**config.mk**
```make
export PLATFORM = sky130hd
export DESIGN_NAME = median_filter_3x3_top
export DESIGN_NICKNAME = d
export VERILOG_FILES = /design/src/mf3_pkg.sv /design/src/median_filter_3x3_top.sv /design/src/mf3_median.sv
export SDC_FILE = /design/constraint.sdc
export NUM_CORES = 1
export LEC_CHECK = 0
export BUFFER_PORTS_ARGS = -buffer_cell sky130_fd_sc_hd__buf_4
export CORE_ASPECT_RATIO = 0.7
export CORE_MARGIN = 2
export CORE_UTILIZATION = 55
export DETAILED_ROUTE_END_ITERATION = 16
export GPL_TIMING_DRIVEN = 0
export PLACE_DENSITY = 0.7
export SLEW_MARGIN = 20
export SYNTH_ARGS = -nofsm -noshare
export SYNTH_HDL_FRONTEND = slang
export SYNTH_SLANG_ARGS = --single-unit
```
**constraint.sdc**
```tcl
create_clock -name i_clk -period 51 [get_ports i_clk]
set_clock_uncertainty 0.1 [all_clocks]
set_input_delay 5.1 -clock i_clk [delete_from_list [all_inputs] [get_ports i_clk]]
set_output_delay 5.1 -clock i_clk [all_outputs]
set_load 0.02 [all_outputs]
```
**src/mf3_pkg.sv**
```systemverilog
// Shared constants and types of the 3x3 median filter.
// No dependencies; imported by the top level and the sorting network.
package mf3_pkg;

    localparam int FW_BITS    = 6;
    localparam int FH_BITS    = 11;
    localparam int RC_BITS    = 10;
    localparam int ADDR_BITS  = 3;
    localparam int DATA_BITS  = 32;
    localparam int IDX_BITS   = 1;

    localparam logic [IDX_BITS-1:0] REG_FRAME_WIDTH  = 1'b0;
    localparam logic [IDX_BITS-1:0] REG_FRAME_HEIGHT = 1'b1;

    localparam int FRAME_WIDTH_RST  = 16;
    localparam int FRAME_HEIGHT_RST = 16;
    localparam int MIN_DIM          = 2;
    localparam int MAX_HEIGHT       = 1024;

    localparam int N_TAPS      = 9;
    localparam int MEDIAN_RANK = 4;

    typedef struct packed {
        logic emit;
        logic top_ok;
        logic mid_ok;
        logic zero_left;
        logic zero_right;
        logic wr_upper;
        logic last;
    } t_ctl;

endpackage

```
**src/median_filter_3x3_top.sv**
```systemverilog
// Top level of the 3x3 median filter: row stores, window, flush sequencer, APB registers.
// Depends on mf3_pkg and mf3_median.
//
//  channel   | direction | handshake                      | payload
//  ----------+-----------+--------------------------------+------------------------------
//  pixel     | in        | i_pixel_valid / o_pixel_ready  | i_pixel_value
//  median    | out       | o_median_valid / i_median_ready| o_median_value, o_frame_end
//  config    | in (APB)  | psel, penable, pwrite / pready | paddr, pwdata, prdata
//
// One pixel per cycle unless stalled or flushing; the pixel that releases a result passes
// through the input register and then the result register.
// On the last pixel of a frame the flush sequencer reads the row stores one column per
// cycle unless stalled, and pixel ready stays low while the last results drain.
// A stalled result holds the result register and the input register; input ready drops
// during the flush and when both are full and the result is not taken.
// Reset is synchronous and clears counters, window and registers; row stores are not cleared.
module median_filter_3x3_top
    import mf3_pkg::*;
#(
    parameter int MAX_WIDTH  = 32,
    parameter int PIXEL_BITS = 8
) (
    input  logic                  i_clk,
    input  logic                  i_rst_n,
    input  logic                  i_pixel_valid,
    output logic                  o_pixel_ready,
    input  logic [PIXEL_BITS-1:0] i_pixel_value,
    output logic                  o_median_valid,
    input  logic                  i_median_ready,
    output logic [PIXEL_BITS-1:0] o_median_value,
    output logic                  o_frame_end,
    input  logic                  psel,
    input  logic                  penable,
    input  logic                  pwrite,
    input  logic [ADDR_BITS-1:0]  paddr,
    input  logic [DATA_BITS-1:0]  pwdata,
    output logic [DATA_BITS-1:0]  prdata,
    output logic                  pready
);

    localparam int CW = $clog2(MAX_WIDTH);

    logic [FW_BITS-1:0]    r_frame_width;
    logic [FH_BITS-1:0]    r_frame_height;
    logic [FW_BITS-1:0]    eff_w;
    logic [FH_BITS-1:0]    eff_h;
    logic [FW_BITS-1:0]    last_col;
    logic [FH_BITS-1:0]    last_row;

    logic [CW-1:0]         r_col;
    logic [RC_BITS-1:0]    r_row;
    logic                  r_flush;
    logic [FW_BITS-1:0]    r_fcnt;

    logic [PIXEL_BITS-1:0] r_upper [MAX_WIDTH];
    logic [PIXEL_BITS-1:0] r_lower [MAX_WIDTH];

    logic                  r_s1_valid;
    logic [PIXEL_BITS-1:0] r_s1_pix;
    logic [CW-1:0]         r_s1_col;
    t_ctl                  r_s1_ctl;
    logic [PIXEL_BITS-1:0] r_top_raw;
    logic [PIXEL_BITS-1:0] r_mid_raw;

    logic [PIXEL_BITS-1:0] r_win [3][3];

    logic                  r_out_valid;
    logic [PIXEL_BITS-1:0] r_out_median;
    logic                  r_out_end;

    logic                  cfg_wr;
    logic [IDX_BITS-1:0]   cfg_idx;
    logic                  s1_adv;
    logic                  s1_free;
    logic                  pix_acc;
    logic                  flush_load;
    logic                  load_s1;
    logic                  at_col_end;
    logic                  at_row_end;
    logic                  fc_end;
    logic [CW-1:0]         fcol;
    logic [CW-1:0]         n_col;
    logic [PIXEL_BITS-1:0] n_pix;
    t_ctl                  n_ctl;
    logic [PIXEL_BITS-1:0] new_col [3];
    logic [PIXEL_BITS-1:0] taps [N_TAPS];
    logic [PIXEL_BITS-1:0] median;

    // effective frame size
    always_comb begin
        if (r_frame_width < FW_BITS'(MIN_DIM)) begin
            eff_w = FW_BITS'(MIN_DIM);
        end else if (r_frame_width > FW_BITS'(MAX_WIDTH)) begin
            eff_w = FW_BITS'(MAX_WIDTH);
        end else begin
            eff_w = r_frame_width;
        end
        if (r_frame_height < FH_BITS'(MIN_DIM)) begin
            eff_h = FH_BITS'(MIN_DIM);
        end else if (r_frame_height > FH_BITS'(MAX_HEIGHT)) begin
            eff_h = FH_BITS'(MAX_HEIGHT);
        end else begin
            eff_h = r_frame_height;
        end
    end

    assign last_col = eff_w - FW_BITS'(1);
    assign last_row = eff_h - FH_BITS'(1);

    // handshake
    assign s1_adv        = r_s1_valid && (!r_out_valid || i_median_ready);
    assign s1_free       = !r_s1_valid || s1_adv;
    assign o_pixel_ready = s1_free && !r_flush;
    assign pix_acc       = i_pixel_valid && o_pixel_ready;
    assign flush_load    = r_flush && s1_free;
    assign load_s1       = pix_acc || flush_load;

    assign at_col_end = FW_BITS'(r_col) == last_col;
    assign at_row_end = FH_BITS'(r_row) == last_row;
    assign fc_end     = r_fcnt == eff_w;
    assign fcol       = fc_end ? '0 : r_fcnt[CW-1:0];

    // entry of the next transaction into the input register
    always_comb begin
        if (r_flush) begin
            n_col            = fcol;
            n_pix            = '0;
            n_ctl.emit       = 1'b1;
            n_ctl.top_ok     = 1'b1;
            n_ctl.mid_ok     = 1'b1;
            n_ctl.zero_left  = fcol == CW'(1);
            n_ctl.zero_right = fcol == '0;
            n_ctl.wr_upper   = 1'b0;
            n_ctl.last       = fc_end;
        end else begin
            n_col            = r_col;
            n_pix            = i_pixel_value;
            n_ctl.emit       = (r_col == '0) ? (r_row >= RC_BITS'(2)) : (r_row != '0);
            n_ctl.top_ok     = r_row >= RC_BITS'(2);
            n_ctl.mid_ok     = r_row != '0;
            n_ctl.zero_left  = r_col == CW'(1);
            n_ctl.zero_right = r_col == '0;
            n_ctl.wr_upper   = 1'b1;
            n_ctl.last       = 1'b0;
        end
    end

    // row stores
    always_ff @(posedge i_clk) begin
        if (load_s1) begin
            r_top_raw <= r_upper[n_col];
            r_mid_raw <= r_lower[n_col];
        end
        if (pix_acc) begin
            r_lower[r_col] <= i_pixel_value;
        end
        if (s1_adv && r_s1_ctl.wr_upper) begin
            r_upper[r_s1_col] <= r_mid_raw;
        end
    end

    always_ff @(posedge i_clk) begin
        if (load_s1) begin
            r_s1_pix <= n_pix;
            r_s1_col <= n_col;
            r_s1_ctl <= n_ctl;
        end
        if (s1_adv && r_s1_ctl.emit) begin
            r_out_median <= median;
            r_out_end    <= r_s1_ctl.last;
        end
    end

    // window column and median taps
    always_comb begin
        new_col[0] = r_s1_ctl.top_ok ? r_top_raw : '0;
        new_col[1] = r_s1_ctl.mid_ok ? r_mid_raw : '0;
        new_col[2] = r_s1_pix;
        for (int k = 0; k < 3; k++) begin
            taps[k]     = r_s1_ctl.zero_left  ? '0 : r_win[1][k];
            taps[3 + k] = r_win[2][k];
            taps[6 + k] = r_s1_ctl.zero_right ? '0 : new_col[k];
        end
    end

    mf3_median #(
        .PIXEL_BITS (PIXEL_BITS)
    ) u_median (
        .i_taps   (taps),
        .o_median (median)
    );

    assign cfg_wr  = psel && penable && pwrite && pready;
    assign cfg_idx = paddr[ADDR_BITS-1:2];

    always_ff @(posedge i_clk) begin
        if (!i_rst_n) begin
            r_frame_width  <= FW_BITS'(FRAME_WIDTH_RST);
            r_frame_height <= FH_BITS'(FRAME_HEIGHT_RST);
            r_col          <= '0;
            r_row          <= '0;
            r_flush        <= 1'b0;
            r_fcnt         <= '0;
            r_s1_valid     <= 1'b0;
            r_out_valid    <= 1'b0;
            for (int c = 0; c < 3; c++) begin
                for (int k = 0; k < 3; k++) begin
                    r_win[c][k] <= '0;
                end
            end
        end else begin
            if (pix_acc) begin
                if (at_col_end) begin
                    r_col <= '0;
                    if (at_row_end) begin
                        r_row   <= '0;
                        r_flush <= 1'b1;
                        r_fcnt  <= '0;
                    end else begin
                        r_row <= r_row + RC_BITS'(1);
                    end
                end else begin
                    r_col <= r_col + CW'(1);
                end
            end
            if (flush_load) begin
                if (fc_end) begin
                    r_flush <= 1'b0;
                end else begin
                    r_fcnt <= r_fcnt + FW_BITS'(1);
                end
            end

            if (load_s1) begin
                r_s1_valid <= 1'b1;
            end else if (s1_adv) begin
                r_s1_valid <= 1'b0;
            end

            if (s1_adv) begin
                if (r_s1_ctl.last) begin
                    for (int c = 0; c < 3; c++) begin
                        for (int k = 0; k < 3; k++) begin
                            r_win[c][k] <= '0;
                        end
                    end
                end else begin
                    r_win[0] <= r_win[1];
                    r_win[1] <= r_win[2];
                    r_win[2] <= new_col;
                end
            end

            if (s1_adv && r_s1_ctl.emit) begin
                r_out_valid <= 1'b1;
            end else if (i_median_ready) begin
                r_out_valid <= 1'b0;
            end

            // restart the frame on a register write
            if (cfg_wr) begin
                case (cfg_idx)
                    REG_FRAME_WIDTH: begin
                        r_frame_width <= pwdata[FW_BITS-1:0];
                    end
                    REG_FRAME_HEIGHT: begin
                        r_frame_height <= pwdata[FH_BITS-1:0];
                    end
                    default: begin
                    end
                endcase
                r_col   <= '0;
                r_row   <= '0;
                r_flush <= 1'b0;
                for (int c = 0; c < 3; c++) begin
                    for (int k = 0; k < 3; k++) begin
                        r_win[c][k] <= '0;
                    end
                end
            end
        end
    end

    always_comb begin
        case (cfg_idx)
            REG_FRAME_WIDTH:  prdata = DATA_BITS'(r_frame_width);
            REG_FRAME_HEIGHT: prdata = DATA_BITS'(r_frame_height);
            default:          prdata = '0;
        endcase
    end

    assign pready         = 1'b1;
    assign o_median_valid = r_out_valid;
    assign o_median_value = r_out_median;
    assign o_frame_end    = r_out_end;

endmodule

```
**src/mf3_median.sv**
```systemverilog
// Nine-input median sorting network, purely combinational.
// Depends on mf3_pkg for the tap count and median rank.
module mf3_median
    import mf3_pkg::*;
#(
    parameter int PIXEL_BITS = 8
) (
    input  logic [PIXEL_BITS-1:0] i_taps [N_TAPS],
    output logic [PIXEL_BITS-1:0] o_median
);

    always_comb begin : sort_net
        logic [PIXEL_BITS-1:0] v [N_TAPS];
        logic [PIXEL_BITS-1:0] t;
        v = i_taps;
        t = '0;
        if (v[1] > v[2]) begin t = v[1]; v[1] = v[2]; v[2] = t; end
        if (v[4] > v[5]) begin t = v[4]; v[4] = v[5]; v[5] = t; end
        if (v[7] > v[8]) begin t = v[7]; v[7] = v[8]; v[8] = t; end
        if (v[0] > v[1]) begin t = v[0]; v[0] = v[1]; v[1] = t; end
        if (v[3] > v[4]) begin t = v[3]; v[3] = v[4]; v[4] = t; end
        if (v[6] > v[7]) begin t = v[6]; v[6] = v[7]; v[7] = t; end
        if (v[1] > v[2]) begin t = v[1]; v[1] = v[2]; v[2] = t; end
        if (v[4] > v[5]) begin t = v[4]; v[4] = v[5]; v[5] = t; end
        if (v[7] > v[8]) begin t = v[7]; v[7] = v[8]; v[8] = t; end
        if (v[0] > v[3]) begin t = v[0]; v[0] = v[3]; v[3] = t; end
        if (v[5] > v[8]) begin t = v[5]; v[5] = v[8]; v[8] = t; end
        if (v[4] > v[7]) begin t = v[4]; v[4] = v[7]; v[7] = t; end
        if (v[3] > v[6]) begin t = v[3]; v[3] = v[6]; v[6] = t; end
        if (v[1] > v[4]) begin t = v[1]; v[1] = v[4]; v[4] = t; end
        if (v[2] > v[5]) begin t = v[2]; v[2] = v[5]; v[5] = t; end
        if (v[4] > v[7]) begin t = v[4]; v[4] = v[7]; v[7] = t; end
        if (v[4] > v[2]) begin t = v[4]; v[4] = v[2]; v[2] = t; end
        if (v[6] > v[4]) begin t = v[6]; v[6] = v[4]; v[4] = t; end
        if (v[4] > v[2]) begin t = v[4]; v[4] = v[2]; v[2] = t; end
        o_median = v[MEDIAN_RANK];
    end

endmodule

```
### Word-level counts from Yosys, hierarchy flattened

Memories as Yosys holds them, arrays and structs flattened. A register that Yosys moved wholly into a read port is not among the register bits.
Cells that the tools add are included.

| storage, ports and cells | value |
|---|---|
| flip-flop bits (word level) | 70 |
| memories | 3 |
| word-level logic and storage cells | 205 |
| output and inout port bits | 44 |
| memory bits (writable) | 584 |

Memories:

| memory | words | width | rd ports | clocked after Yosys merged registers in | wr ports | line | RTL |
|---|---|---|---|---|---|---|---|
| r_lower | 32 | 8 | 1 | 1 | 1 | median_filter_3x3_top.sv:56 | `logic [PIXEL_BITS-1:0] r_lower [MAX_WIDTH];` |
| r_upper | 32 | 8 | 1 | 1 | 1 | median_filter_3x3_top.sv:55 | `logic [PIXEL_BITS-1:0] r_upper [MAX_WIDTH];` |
| r_win | 3 | 24 | 2 | 0 | 3 | median_filter_3x3_top.sv:65 | `logic [PIXEL_BITS-1:0] r_win [3][3];` |

| cells by class | value |
|---|---|
| reductions and logical operators | 23 |
| mux-type cells | 97 |
| equality and inequality tests | 5 |
| bitwise gates (word level) | 29 |
| add/sub/neg operators | 5 |
| magnitude comparators | 24 |

Operator list:

| cell | count |
|---|---|
| $mux 8 | 47 |
| $gt 8x8->1 | 19 |
| $mux 16 | 9 |
| $pmux 32 s2 | 1 |
| $mux 6 | 7 |
| $or 1x1->1 | 27 |
| $mux 1 | 26 |
| $mux 11 | 2 |
| $mux 5 | 3 |
| $eq 10x11->1 | 1 |
| $gt 11x11->1 const B | 1 |
| $lt 11x2->1 const B | 1 |
| $sub 11x1->11 const B | 1 |
| $add 10x1->10 const B | 1 |
| $eq 5x1->1 const B | 2 |
| $ge 10x2->1 const B | 1 |
| $logic_not 5->1 | 2 |
| $mux 10 | 1 |
| $reduce_bool 10->1 | 1 |
| $logic_and 1x1->1 | 8 |
| $add 6x1->6 const B | 1 |
| $eq 5x6->1 | 1 |
| $eq 6x6->1 | 1 |
| $gt 6x6->1 const B | 1 |
| 10 further kinds | 18 |

### Depth between registers and ports, before layout

| logic depth | value |
|---|---|
| depth after elaboration | 20 |
| depth in mapped cells | 106 |
| depth with buffers taken out | 91 |

### Cells and area by module

From an unflattened synthesis, not the netlist that was laid out.

| unflattened totals | value |
|---|---|
| cell total of the unflattened synthesis | 3412 |
| area, all modules | 36765.3 um2 |

Modules (own cells, without submodules):

| module | area an instance (um2) | times used | cells each |
|---|---|---|---|
| median_filter_3x3_top | 29848.6 | 1 | 2452 |
| mf3_median | 6916.6 | 1 | 960 |

### Worst setup path after synthesis

OpenSTA, ideal clock, no wires.

| timing path | value |
|---|---|
| path kind | register to register |
| from | register r_mid_raw[7], read port of r_lower |
| to | register r_out_median[1], in the netlist o_median_value[1] (data pin) |
| stages on the path, launching flop included | 93 |
| data arrival time | 17.645 ns |
| data required time | 50.645 ns |
| setup time | 0.255 ns |
| slack | 33.000 ns |
| cells stage by stage | edfxtp_1 > and2_1 > clkbuf_1 > ha_1 > a21o_1 > or2_2 > o41ai_4 > clkbuf_1 > clkbuf_1 > a21oi_1 > ha_1 > nand4_1 > nor2_1 > nor2b_1 > nor2_1 > clkbuf_1 > buf_1 > clkbuf_1 > (+57 left out) > a21oi_1 > o2111ai_1 > mux2i_4 > buf_4 > nor2_1 > a21oi_1 > ha_1 > nor2b_1 > o21a_1 > o21ai_0 > nand2b_1 > a21oi_1 > o21ai_0 > o21ai_0 > clkbuf_1 > nand3_1 > a21oi_1 > nor2_1 |

| between the ends | value |
|---|---|
| longest elaborated chain between the ends | 20 |
| elaborated cells on any way between the ends | 28 |
| those cells by class | order compare (12); mux (16) |

RTL lines:

| item | line | RTL |
|---|---|---|
| from (decl) | median_filter_3x3_top.sv:63 | `logic [PIXEL_BITS-1:0] r_mid_raw;` |
| $mux 8 (*) | median_filter_3x3_top.sv:177 | `new_col[1] = r_s1_ctl.mid_ok ? r_mid_raw : '0;` |
| $mux 8 (*) | median_filter_3x3_top.sv:182 | `taps[6 + k] = r_s1_ctl.zero_right ? '0 : new_col[k];` |
| $gt 8x8->1 | mf3_median.sv:19 | `if (v[7] > v[8]) begin t = v[7]; v[7] = v[8]; v[8] = t; end` |
| $mux 16 (*) | mf3_median.sv:19 |  |
| $gt 8x8->1 | mf3_median.sv:22 | `if (v[6] > v[7]) begin t = v[6]; v[6] = v[7]; v[7] = t; end` |
| $mux 16 | mf3_median.sv:22 |  |
| $gt 8x8->1 | mf3_median.sv:25 | `if (v[7] > v[8]) begin t = v[7]; v[7] = v[8]; v[8] = t; end` |
| $mux 16 | mf3_median.sv:25 |  |
| (+5 left out) | -- |  |
| $mux 8 | mf3_median.sv:32 | `if (v[4] > v[7]) begin t = v[4]; v[4] = v[7]; v[7] = t; end` |
| $gt 8x8->1 | mf3_median.sv:33 | `if (v[4] > v[2]) begin t = v[4]; v[4] = v[2]; v[2] = t; end` |
| $mux 8 | mf3_median.sv:33 |  |
| $gt 8x8->1 | mf3_median.sv:34 | `if (v[6] > v[4]) begin t = v[6]; v[6] = v[4]; v[4] = t; end` |
| $mux 8 | mf3_median.sv:34 |  |
| $gt 8x8->1 | mf3_median.sv:35 | `if (v[4] > v[2]) begin t = v[4]; v[4] = v[2]; v[2] = t; end` |
| $mux 8 (*) | mf3_median.sv:35 |  |
| via median[1] | median_filter_3x3_top.sv:87 | `logic [PIXEL_BITS-1:0] median;` |
| to (signal assigned) | median_filter_3x3_top.sv:169 | `r_out_median <= median;` |
| to (decl) | median_filter_3x3_top.sv:68 | `logic [PIXEL_BITS-1:0] r_out_median;` |

The timed path passes the listed nets; every way through them passes the cells marked *.
A chain may end at the register's enable or synchronous reset.

### Worst setup path after layout

| timing path | value |
|---|---|
| from | register r_s1_ctl[2] (netlist name) |
| to | register r_out_median[5], in the netlist o_median_value[5] (data pin) |

| between the ends | value |
|---|---|
| longest elaborated chain between the ends | 19 |
| elaborated cells on any way between the ends | 29 |
| those cells by class | order compare (12); mux (17) |

RTL lines:

| item | line | RTL |
|---|---|---|
| from (decl) | median_filter_3x3_top.sv:61 | `t_ctl r_s1_ctl;` |
| from (signal assigned) | median_filter_3x3_top.sv:166 | `r_s1_ctl <= n_ctl;` |
| $mux 8 | median_filter_3x3_top.sv:182 |  |
| $gt 8x8->1 | mf3_median.sv:19 |  |
| $mux 16 | mf3_median.sv:19 |  |
| $gt 8x8->1 | mf3_median.sv:22 |  |
| $mux 16 | mf3_median.sv:22 |  |
| $gt 8x8->1 | mf3_median.sv:25 |  |
| $mux 16 | mf3_median.sv:25 |  |
| $gt 8x8->1 | mf3_median.sv:28 | `if (v[4] > v[7]) begin t = v[4]; v[4] = v[7]; v[7] = t; end` |
| (+4 left out) | -- |  |
| $mux 8 | mf3_median.sv:32 |  |
| $gt 8x8->1 | mf3_median.sv:33 |  |
| $mux 8 | mf3_median.sv:33 |  |
| $gt 8x8->1 | mf3_median.sv:34 |  |
| $mux 8 | mf3_median.sv:34 |  |
| $gt 8x8->1 | mf3_median.sv:35 |  |
| $mux 8 (*) | mf3_median.sv:35 |  |
| via median[5] | median_filter_3x3_top.sv:87 |  |

Marked as above.

==> results <==
- For this design, the slowest cell found on the critical path is o41ai_4.
- The DRC violation count after routing is 0.
- Counting flops with a built-in enable in the synthesized netlist gives 605.
- The number of nets still failing antenna checks after routing is 0.
- The sum of overflow across all layers after global routing is 0.
- TritonCTS built the clock tree.
- In this run the worst setup path terminates at o_median_value[5].
- The library cell used most frequently in the layout, excluding fill and tap cells, is nand2_1.
- The detailed router finished its first iteration with 3779 violations.
- The final clock period utilization by the worst path is 0.465.
- The floorplan die height is about 210 um.
- Post-CTS timing repair inserted 0 buffers for setup.
- Clock tree synthesis inserted a total of a little under 60 buffers.
- Summed over all failing endpoints, the final setup total negative slack is 0 ps.
- The number of antenna violations at the first check in global routing came to 2.
- The length in cells of the worst reg-to-reg path is 95.
- The number of pins with negative max-slew slack in the final report came to 0.
- The capturing point of the worst reg2reg path is o_median_value[5].
- The die covers approximately 0.064 mm2.
- Max-cap violations in this run came to 0.
- The flow ran to the end, and the final reports show no timing, DRC or antenna violations.
- Counting flops with an async set or reset pin after synthesis yields a share of 0.
- Of the synthesized area, sequential elements account for 0.558.
- The floorplan has 76 rows.
- The vias per cell is 6.29.
- 94 I/O pins were placed.
- The kind of start point of the critical path is a flop.
- After detailed routing, the average wire length per cell comes to around 25 um.
- The most common cell type on the critical path is clkbuf_1.
- The largest net degree at the start of global routing is 34.
- Buffers placed on the I/O ports in this run total 48.
- Post-CTS repair changed the size of 0 cells.
- In the final design database the tool counted between 3000 and 4000 nets.
- The estimated wirelength of the detail-placed design is 79000 um.
- The number of global-route vias before repair is 24800.
- In the global route stage, overall resource usage came out at 0.326.
- The worst setup path is captured at a flop.
- The highest-utilization routing layer at the global route stage is met1.
- The number of failing setup endpoints in the final timing report is 0.
- The initial standard-cell utilization of the core is 0.555.
- For this run, global-route usage on met2 was measured as 0.444.
- The reg-to-reg startpoint is r_s1_ctl[2].
- Clock tree synthesis found a total of 646 sinks.
- The shortest clock period the worst path allows after layout is 23700 ps.
- In the final layout, flip-flops and latches occupy about 0.019 mm2.
- The total length of routed wires is about 110000 um.
- The multi-input combinational cells in the finished layout cover a total of 0.0138 mm2.
- The arrival time of data at the critical path endpoint is 23930 ps.
- Of the cells placed in the final design, the portion with a size suffix greater than 1 is 0.0687.
- The first-pass GRT wire length is around 150000 um.
- The highest attainable clock frequency is 0.0422 GHz.
- Timing analysis after detailed placement gives a worst setup slack of 28010 ps.
- The headroom to the max-slew limit is 0.234.
- The actual slew at the worst max-slew pin is approximately 1100 ps.
- The count of fill cells added during filler insertion is 4986.
- The number of hold violations in the final report is 0.
- The synthesized instance count is 3239.
- The routability congestion estimate is 0.968.
- Compared with the post-synthesis result, the final layout area differs by 11.0%.
- The data required time of the worst path is 51230 ps.
- The number of hold buffers added after CTS was 0.
- Clock-pin slew was measured on the worst setup and hold paths at 60 ps.
- The most used flip-flop cell after synthesis is edfxtp_1.
- The launch point of the worst path is r_s1_ctl[2].
- The first detailed-routing pass ran for 6 iterations.
- In the layout the commonest cells are 660 x nand2_1, 605 x edfxtp_1, 194 x nor2_1.
- In this run the clock root is driven by a clkbuf_16.
- The minimum setup slack among reg-to-reg paths is approximately 27000 ps.
- The class of the worst hold path is flop to flop.
- In this run the number of H-tree levels came out at 2.
- Averaged over all synthesized cells, the footprint is 10.5 um2.
- Synthesis inferred 646 register bits.
- The core region is 0.0613 mm2.
- From left edge to right edge, the die measures 301 um.
- For the worst-skew pair, the clock arrives at the later sink with an insertion delay of 660 ps.
- The repair_antennas step left the layout with diodes totalling 0.
- In this run the cell area of the synthesized design comes to 0.0340 mm2.
- By startpoint and endpoint, the worst setup path is classified as flop to flop.
- The synthesized netlist contains between 80 and 90 unique library cells.
- The final worst setup slack is around 27000 ps.
- In the global route stage, met3 resource usage came out at 0.0988.
- During synthesis, Yosys emitted a total of 0 warnings.
- In this run the worst path has a maximum fanout of 10.
- For met1 alone, demand over resource in global routing was 0.509.
- Setup repair after global routing left no endpoint under its margin.
- On the worst path, the slowest cell contributes a delay of 600 ps.
- The number of buffers on the longest clock path is 3.
- The count of vias placed by the detailed router is 26700.
[metal layers]
metal | routed length (um) | vias to the layer above | share of wire
met1 | 46600 | 13000 | 0.44
met4 | 1720 | 2 | 0.016
met2 | 42200 | 1498 | 0.40
met5 | 13 | - | 0.00012
li1 | - | 12100 | -
met3 | 14600 | 137 | 0.14
[area by class of cell]
class	count	share of cell area
Timing Repair Buffer	65	0.0172
Tap cell	819	0.0271
Sequential cell	646	0.502
Clock inverter	32	0.0103
Inverter	122	0.0121
Buffer	215	0.0240
Multi-Input combinational cell	2276	0.365
Clock buffer	78	0.0417
[worst max-delay path: cells and delay by family, from the launching register on]
family          cells  cell delay [ps]
fa+ha+maj           9             2590
flops               1              540
simple gates       24             4920
compound gates     42             8200
mux                 2              550
buf+inv            18             6420
[state kept, by name (all words and copies together) (netlist names)]
name            flops
r_upper           256
r_s1_valid          1
r_row              10
r_lower           256
r_mid_raw           8
r_win              48
r_top_raw           8
r_s1_pix            8
r_col               5
o_frame_end         1
o_median_valid      1
r_s1_col            5
r_flush             1
r_fcnt              6
r_s1_ctl            7
r_frame_height     11
o_median_value      8
r_frame_width       6
[worst min-delay path by stage]
stage,startpoint,endpoint,slack (ps),cells past startpoint
global placement,r_frame_height[9],r_frame_height[9],390,2
floorplan,r_s1_ctl[0],o_frame_end,350,0
detailed placement,r_s1_ctl[0],o_frame_end,390,0
global route,r_s1_ctl[0],o_frame_end,440,0
finish,r_s1_ctl[0],o_frame_end,410,0
CTS,r_s1_ctl[0],o_frame_end,410,0
[stage by stage]
step	instance area, um2	util	hold slack [ps]	std cells
6_report	37800	0.616	407	4253
5_1_grt	37800	0.616	437	4253
4_1_cts	37800	0.616	408	4253
3_5_place_dp	35800	0.584	392	4143
3_3_place_gp	35500	0.579	393	4126
2_1_floorplan	34100	-	350	3259
[cells in the mapped netlist (51+ instances only)]
master | number | area share
and2_1 | 51 | 0.0094
clkbuf_1 | 170 | 0.019
a21oi_1 | 138 | 0.020
nor2_1 | 195 | 0.021
nand3_1 | 194 | 0.029
edfxtp_1 | 605 | 0.53
a311oi_1 | 98 | 0.025
nand2_1 | 660 | 0.073
ha_1 | 158 | 0.058
o21ai_0 | 73 | 0.011
and3_1 | 93 | 0.017
mux2i_1 | 75 | 0.022
nor2b_1 | 63 | 0.012
inv_1 | 119 | 0.013
[kinds of logic (layout without fill, tap and decap cells)]
logic type / count (synthesis) / after routing / share of synthesized area
compound gates: 580 / 580 / 0.119
xor+xnor: 38 / 38 / 0.0102
fa+ha+maj: 160 / 160 / 0.0587
buf+inv: 337 / 512 / 0.0401
flops: 646 / 646 / 0.558
mux: 101 / 101 / 0.0312
other cells: 2 / 22 / 0.000221
simple gates: 1375 / 1375 / 0.183
Power is left out: the tool's default activity adds up to more than one toggle a clock period on the data nets, which glitch-free logic cannot reach.
